`config.mk`:
```
export PLATFORM = sky130hd
export DESIGN_NAME = lrsa_front_flat
export DESIGN_NICKNAME = d
export VERILOG_FILES = /design/src/rtl/lrsa_pkg.sv /design/src/rtl/lrsa_channels.sv /design/src/rtl/lrsa_front.sv /design/src/flat_wrapper.sv
export SDC_FILE = /design/constraint.sdc
export NUM_CORES = 1
export LEC_CHECK = 0
export BUFFER_PORTS_ARGS = -buffer_cell sky130_fd_sc_hd__buf_2
export CORE_MARGIN = 2
export CORE_UTILIZATION = 58
export CTS_BUF_LIST = sky130_fd_sc_hd__clkbuf_8
export CTS_CLUSTER_DIAMETER = 120
export DETAILED_ROUTE_END_ITERATION = 10
export PLACE_DENSITY = 0.93
export SYNTH_ARGS = -nofsm -noshare
export SYNTH_HDL_FRONTEND = slang
export SYNTH_SLANG_ARGS = --single-unit
```
`constraint.sdc`:
```
create_clock -name clk -period 7.2 [get_ports clk]
set_input_delay 0 -clock clk [delete_from_list [all_inputs] [get_ports clk]]
set_output_delay 0 -clock clk [all_outputs]
set_load 0.1 [all_outputs]
```
`src/rtl/lrsa_pkg.sv`:
```
// Shared types and constants for the eight-lane Lehmer generator.
// No dependencies; every other file imports this package.
`timescale 1ns / 1ps

package lrsa_pkg;

	localparam int LANES = 8;
	localparam logic [30:0] MOD_M = 31'h7FFF_FFFF;
	localparam logic [30:0] MULT_RESET = 31'd48271;
	localparam int QUEUE_DEPTH = 2;

	typedef enum logic [1:0] {
		OP_SEED = 2'd0,
		OP_GEN  = 2'd1,
		OP_SKIP = 2'd2,
		OP_NONE = 2'd3
	} op_t;

	typedef struct packed {
		op_t         op;
		logic [63:0] value;
	} cmd_t;

	typedef logic [LANES-1:0][30:0] lane_vec_t;

	typedef struct packed {
		logic        start;
		logic [30:0] base;
		logic [63:0] exponent;
	} pow_ctl_t;

	typedef struct packed {
		logic        busy;
		logic [30:0] result;
	} pow_st_t;

endpackage

```
`src/rtl/lrsa_channels.sv`:
```
// Valid/ready channel interfaces: command items in, eight-lane results out.
// Depends on lrsa_pkg.
`timescale 1ns / 1ps

interface lrsa_item_if import lrsa_pkg::*; ();
	logic        valid;
	logic        ready;
	op_t         operation;
	logic [63:0] value;

	modport source (output valid, output operation, output value, input ready);
	modport sink (input valid, input operation, input value, output ready);
endinterface


```
`src/rtl/lrsa_front.sv`:
```
// Front end: takes command transfers, drops unused opcodes, queues the rest.
// Depends on lrsa_pkg and lrsa_channels.
`timescale 1ns / 1ps

module lrsa_front import lrsa_pkg::*; (
	input  logic         clk,
	input  logic         arst_n,
	lrsa_item_if.sink    items,
	output cmd_t         head,
	output logic         head_valid,
	input  logic         head_ready
);

	localparam int PW = $clog2(QUEUE_DEPTH);

	cmd_t            queue_q [QUEUE_DEPTH];
	logic [PW-1:0]   wr_ptr_q;
	logic [PW-1:0]   rd_ptr_q;
	logic [PW:0]     count_q;
	logic            push;
	logic            pop;

	assign items.ready = (count_q != (PW+1)'(QUEUE_DEPTH));
	assign push        = items.valid && items.ready && (items.operation != OP_NONE);
	assign head_valid  = (count_q != '0);
	assign pop         = head_valid && head_ready;
	assign head        = queue_q[rd_ptr_q];

	always_ff @(posedge clk) begin
		if (push) begin
			queue_q[wr_ptr_q] <= '{op: items.operation, value: items.value};
		end
	end

	always_ff @(posedge clk or negedge arst_n) begin
		if (!arst_n) begin
			wr_ptr_q <= '0;
			rd_ptr_q <= '0;
			count_q  <= '0;
		end else begin
			if (push) begin
				wr_ptr_q <= (wr_ptr_q == PW'(QUEUE_DEPTH-1)) ? '0 : wr_ptr_q + 1'b1;
			end
			if (pop) begin
				rd_ptr_q <= (rd_ptr_q == PW'(QUEUE_DEPTH-1)) ? '0 : rd_ptr_q + 1'b1;
			end
			case ({push, pop})
				2'b10:   count_q <= count_q + 1'b1;
				2'b01:   count_q <= count_q - 1'b1;
				default: count_q <= count_q;
			endcase
		end
	end

endmodule

```
`src/flat_wrapper.sv`:
```
// flat-port wrapper written by rule: the top's interface ports become plain ports
module lrsa_front_flat import lrsa_pkg::*;
  (clk, arst_n, head, head_valid, head_ready, items_valid, items_operation, items_value, items_ready);
  lrsa_item_if items_i ();
  input  logic clk;
  input  logic arst_n;
  output cmd_t head;
  output logic head_valid;
  input  logic head_ready;
  input wire logic [$bits(items_i.valid)-1:0] items_valid;
  input wire logic [$bits(items_i.operation)-1:0] items_operation;
  input wire logic [$bits(items_i.value)-1:0] items_value;
  output wire logic [$bits(items_i.ready)-1:0] items_ready;
  assign items_i.valid = items_valid;
  assign items_i.operation = items_operation;
  assign items_i.value = items_value;
  assign items_ready = items_i.ready;
  lrsa_front u_core (.clk(clk), .arst_n(arst_n), .items(items_i), .head(head), .head_valid(head_valid), .head_ready(head_ready));
endmodule
```
==> results.json, run 1 <==
{
  "run_status": "complete, no violations",
  "ys_warn_count": 0,
  "antennaDiodeCount": 0,
  "layout.area.seq_sq_um": 4070,
  "worstHoldStart": "items_valid",
  "cp_data_required_time_ns": 7.25,
  "crit_slowest_cell": "nor2_4",
  "worst_pin_slew_ns": 1.04,
  "drt.antenna.violating_nets": 0,
  "cts_resized": 0,
  "areaGrowthSynthToFinish_pct": 38.0,
  "synth_area_sq_um": 5070,
  "critical_path_arrival_ns": 2.64,
  "multi_input_area_sq_um": 966,
  "final-hold-violation-count": 0,
  "drc": 0,
  "path_clk_slew_ns": 0.07,
  "clock_sinks": 136,
  "worst_setup_path_end_kind": "flip-flop",
  "detail_route.vias_per_cell": 5.03,
  "ys_types": 17,
  "cts-root-buf": "clkbuf_8",
  "finalNonFillerCells": 563,
  "num_rows": 34,
  "die_width_um": 97.5,
  "grt_max_degree": 68,
  "rrSetupSlack_ns": 4.61,
  "seq_area_frac_synth": 0.801,
  "max_freq_ghz": 0.387,
  "min_path_type": "in -> reg",
  "path_max_fanout": 40,
  "hold-path-cell-count": 3,
  "cts_tree": "built",
  "syn_inst": 224,
  "fin_crit_sh": 0.359,
  "drtIter0Drc": 99,
  "rsz0062_at_grt": "no",
  "grt_pass1_vias": 3042,
  "gp_congestion": 0.711,
  "drv_cap": 0,
  "clkLatencyLatePin_ns": 0.42,
  "numPortBuffers": 137,
  "setup_tns_ns": 0,
  "antenna_found_initial": 0,
  "htree_levels": 4,
  "startpoint_type": "flip-flop",
  "drive_above_1_share": 0.519,
  "slew_headroom": 0.304,
  "r2r_cells": 4,
  "grt_pass1_wl_mm": 15.2,
  "clockBufferDepth": 2,
  "slew_violations": 0,
  "core_region_area_sq_um": 8590,
  "busiest_layer": "met2",
  "cts_setup_buffers": 0,
  "vias": 2830,
  "grtUsageTotal": 0.214,
  "place_inst": 464,
  "critical_path_class": "reg -> reg",
  "hpwl_mm": 5.22,
  "grtUsageMet2": 0.379,
  "ctsHoldBuffers": 69,
  "min_to": "u_core.wr_ptr_q",
  "grt_overflow": 0,
  "skew_ns": 0.00956,
  "avgSynthCellArea_sq_um": 22.7,
  "r2r-start": "u_core.count_q[0]",
  "wirelength_mm": 9.79,
  "setup_violations": 0,
  "period_needed_ns": 2.59,
  "use_met3": 0.0727,
  "ys_ff_latch": 136,
  "slowest_delay_ns": 0.71,
  "num-nets-final": 515,
  "grtUsageMet1": 0.246,
  "final_util": 0.815,
  "fp.dieH_um": 97.5,
  "wire_per_inst_um": 17.4,
  "path_cells": "nand2b_1 -> nand3_1 -> nor2_4 -> buf_4",
  "rr_endpoint": "u_core.queue_q[1][41]",
  "start_util": 0.591,
  "dieArea_sq_um": 9510,
  "n_fill_cell": 442,
  "syn_nets": 295,
  "ioPinCount": 138,
  "numCtsBuffers": 17,
  "drt_pass1_iterations": 4
}
synthesized netlist by cell type:
library cell | count | area [sq um]
mux2_4 | 30 | 450
xnor2_1 | 3 | 26.3
edfxtp_1 | 132 | 3960
ha_1 | 1 | 12.5
or2_1 | 1 | 6.26
buf_4 | 1 | 7.51
dfrtp_1 | 4 | 100
buf_2 | 3 | 15.0
xor2_1 | 2 | 17.5
nand2_1 | 1 | 3.75
inv_1 | 1 | 3.75
and2_1 | 1 | 6.26
nand2b_1 | 1 | 6.26
buf_6 | 3 | 33.8
mux2_2 | 36 | 405
nor2_1 | 3 | 11.3
nand3_1 | 1 | 5.00
layout by cell type (no fill, tap or decap):
| cell type | instances |
|---|---|
| edfxtp_1 | 132 |
| clkinv_4 | 2 |
| xnor2_1 | 3 |
| bufinv_16 | 5 |
| clkinv_1 | 2 |
| inv_6 | 1 |
| buf_2 | 137 |
| nand2_1 | 1 |
| clkinvlp_4 | 2 |
| nor2_4 | 2 |
| mux2_4 | 30 |
| clkinv_2 | 1 |
| xor2_1 | 2 |
| dfrtp_4 | 1 |
| ha_1 | 1 |
| nor2_1 | 1 |
| inv_1 | 1 |
| clkbuf_8 | 17 |
| nand2b_1 | 1 |
| buf_4 | 2 |
| dlygate4sd3_1 | 69 |
| and2_1 | 1 |
| dfrtp_1 | 3 |
| or2_1 | 1 |
| mux2_2 | 36 |
| nand3_1 | 1 |
worst max path at each step:
stage                            endpoint               from  slack (ns)  cells after the start
floorplan            u_core.queue_q[0][0]  u_core.count_q[0]        2.39                      3
global placement    u_core.queue_q[1][41]  u_core.count_q[0]        4.83                      4
global route        u_core.queue_q[1][36]  u_core.count_q[0]        4.45                      4
detailed placement  u_core.queue_q[1][38]  u_core.count_q[0]        4.72                      4
CTS                 u_core.queue_q[1][41]  u_core.count_q[0]        4.69                      4
finish              u_core.queue_q[1][41]  u_core.count_q[0]        4.61                      4
flip-flops by register name (all words and copies together), names as in the netlist:
| name | cells |
|---|---|
| u_core.wr_ptr_q | 1 |
| u_core.count_q | 2 |
| u_core.rd_ptr_q | 1 |
| u_core.queue_q | 132 |
cell families (layout without fill, tap and decap cells):
kind of cell / count (synthesis) / in the layout / synth area share
XOR/XNOR: 5 / 5 / 0.00863
adder cells (fa/ha/maj): 1 / 1 / 0.00247
buffers and inverters: 8 / 239 / 0.0118
flip-flops: 136 / 136 / 0.801
multiplexers: 66 / 66 / 0.169
AND/OR/NAND/NOR: 8 / 8 / 0.00764
layout make-up:
| type | count | area share |
|---|---|---|
| repair buffers | 208 | 0.199 |
| flip-flops and latches | 136 | 0.581 |
| inverters | 1 | 0.000536 |
| well taps | 108 | 0.0193 |
| clock inverters | 13 | 0.0291 |
| clock buffers | 17 | 0.0334 |
| multi-input cells | 80 | 0.138 |
stage by stage:
| stage | hold slack, ns | instance area, sq um | setup slack, ns |
|---|---|---|---|
| 2_1_floorplan | -0.296 | 5070 | 2.39 |
| 3_3_place_gp | -0.190 | 5870 | 4.83 |
| 3_5_place_dp | -0.190 | 5870 | 4.72 |
| 4_1_cts | 0.0656 | 7000 | 4.69 |
| 5_1_grt | 0.150 | 7000 | 4.45 |
| 6_report | 0.142 | 7000 | 4.61 |
layer usage:
| layer | routed length [um] | up-vias |
|---|---|---|
| li1 | - | 1320 |
| met1 | 3850 | 1379 |
| met2 | 5210 | 121 |
| met3 | 623 | 10 |
| met4 | 104 | 0 |
| met5 | 0 | - |
critical path, delay by kind of cell, from the launching register on:
| family | cells | cell delay (ns) |
|---|---|---|
| simple gates | 3 | 1.17 |
| buf+inv | 1 | 0.58 |
| flops | 1 | 0.42 |
Power of run 1 is not shown: default switching activity piles up to over one toggle a cycle in this logic, so the estimate is an artifact.
==> run 2, diff against run 1 <==
--- a/config.mk
+++ b/config.mk
@@ -7,11 +7,11 @@
 export LEC_CHECK = 0
 export BUFFER_PORTS_ARGS = -buffer_cell sky130_fd_sc_hd__buf_2
 export CORE_MARGIN = 2
-export CORE_UTILIZATION = 58
+export CORE_UTILIZATION = 54
 export CTS_BUF_LIST = sky130_fd_sc_hd__clkbuf_8
 export CTS_CLUSTER_DIAMETER = 120
 export DETAILED_ROUTE_END_ITERATION = 10
-export PLACE_DENSITY = 0.93
+export PLACE_DENSITY = 0.88
 export SYNTH_ARGS = -nofsm -noshare
 export SYNTH_HDL_FRONTEND = slang
 export SYNTH_SLANG_ARGS = --single-unit
==> constraint.sdc (replaced) <==
create_clock -name clk -period 2.41 [get_ports clk]
set_input_delay 0 -clock clk [delete_from_list [all_inputs] [get_ports clk]]
set_output_delay 0 -clock clk [all_outputs]
set_load 0.1 [all_outputs]
==> run 2 against run 1 <==
Clock skew is 0.00054 ns lower. Global-route usage is 1.1 points lower. Hold slack better by 0.16 ns. Register-to-register slack worse by 3.9 ns. Design area hardly changed. Die area is 7.1% higher. Cell count is 1.8% higher. First-iteration DRC count is 15% higher. Setup slack worse by 4.2 ns. Via count is 0.53% higher.
==> results.json, run 2 (synthesis results as in run 1) <==
{
  "path_cells": "buf_4 -> mux2_4 -> buf_2",
  "setup_tns_ns": 0,
  "clkLatencyLatePin_ns": 0.42,
  "drtIter0Drc": 114,
  "dieArea_sq_um": 10200,
  "slew_violations": 0,
  "clockBufferDepth": 2,
  "cts_tree": "built",
  "min_path_type": "in -> reg",
  "max_freq_ghz": 0.494,
  "detail_route.vias_per_cell": 4.97,
  "r2r_cells": 4,
  "regMostFlops": "u_core.queue_q",
  "ioPinCount": 138,
  "grt_max_degree": 39,
  "htree_levels": 4,
  "multi_input_area_sq_um": 978,
  "final-hold-violation-count": 0,
  "grt_pass1_wl_mm": 14.9,
  "setup_violations": 0,
  "n_fill_cell": 540,
  "run_status": "complete, no violations",
  "start_util": 0.552,
  "hpwl_mm": 5.63,
  "path_max_fanout": 22,
  "cp_data_required_time_ns": 2.41,
  "num_rows": 35,
  "wire_per_inst_um": 17.3,
  "core_region_area_sq_um": 9200,
  "gp_congestion": 0.712,
  "period_needed_ns": 2.02,
  "wirelength_mm": 9.94,
  "antenna_found_initial": 0,
  "cts_setup_buffers": 0,
  "drive_above_1_share": 0.528,
  "slowest_delay_ns": 0.64,
  "grtUsageTotal": 0.203,
  "slew_headroom": 0.659,
  "num-nets-final": 520,
  "final_cell_mix": "137 x buf_2, 132 x edfxtp_1, 70 x dlygate4sd3_1",
  "fp.dieH_um": 101,
  "numPortBuffers": 137,
  "critical_path_class": "reg -> out",
  "layout.area.seq_sq_um": 4070,
  "path_clk_slew_ns": 0.08,
  "drt.antenna.violating_nets": 0,
  "cts-root-buf": "clkbuf_8",
  "grt_pass1_vias": 3047,
  "areaGrowthSynthToFinish_pct": 37.8,
  "startpoint_type": "flip-flop",
  "hold-path-cell-count": 2,
  "final_common_cell": "buf_2",
  "drt_pass1_iterations": 6,
  "drv_cap": 0,
  "largest_reg_flops": 132,
  "crit_slowest_cell": "dfrtp_4",
  "clock_sinks": 136,
  "finalNonFillerCells": 573,
  "largest_registers": "u_core.queue_q (132), u_core.count_q (2)",
  "drc": 0,
  "skew_ns": 0.00903,
  "worst_setup_path_end_kind": "primary output",
  "antennaDiodeCount": 0,
  "worst_pin_slew_ns": 0.511,
  "vias": 2845,
  "critical_path_arrival_ns": 2.02,
  "fin_crit_sh": 0.839,
  "grt_overflow": 0,
  "place_inst": 471,
  "rsz0062_at_grt": "no",
  "whs_ns": 0.300,
  "die_width_um": 101,
  "numCtsBuffers": 17
}
==> run 2: per-stage QoR <==
step / instance area [sq um] / worst slack [ns] / util
final: 7000 / 0.387 / 0.761
after detailed placement: 5930 / 0.711 / 0.645
after global placement: 5930 / 0.769 / 0.645
after CTS: 7000 / 0.340 / 0.761
after floorplan: 5100 / 0.0312 / -
after global routing: 7000 / 0.284 / 0.761
==> run 2: critical path: cells and delay by family, from the launching register on <==
kind | cells | cell delay, ns
DFF | 1 | 0.64
muxes | 1 | 0.33
buffers and inverters | 2 | 0.63
==> run 2: final cells by class <==
| class | count | share of cell area |
|---|---|---|
| Sequential cell | 136 | 0.581 |
| Tap cell | 111 | 0.0199 |
| Multi-Input combinational cell | 80 | 0.140 |
| Timing Repair Buffer | 213 | 0.206 |
| Clock inverter | 15 | 0.0184 |
| Inverter | 1 | 0.000537 |
| Clock buffer | 17 | 0.0334 |
==> run 2: worst paths after layout <==
path,startpoint,to,slack (ns)
min,items_value[17],u_core.queue_q[1][17],0.30
max,u_core.rd_ptr_q,head[31],0.39
min in group asynchronous,arst_n,u_core.count_q[0],0.50
min reg2reg,u_core.count_q[0],u_core.count_q[0],0.55
max reg2reg,u_core.count_q[0],u_core.queue_q[1][13],0.71
max in group asynchronous,arst_n,u_core.rd_ptr_q,1.71
==> run 2: layer usage <==
metal,vias up,routed length [um],track usage
li1,1330,-,-
met1,1392,3860,0.231
met2,107,5370,0.360
met3,16,555,0.0645
met4,0,157,0.0759
met5,-,0,0
==> run 2: timing repair <==
item,in CTS,in global routing
endpoints found under the hold margin,138,0
hold buffers,70,0
setup endpoints to repair,0,0
resized for setup,0,0
Power of run 2 is left out for the same reason.
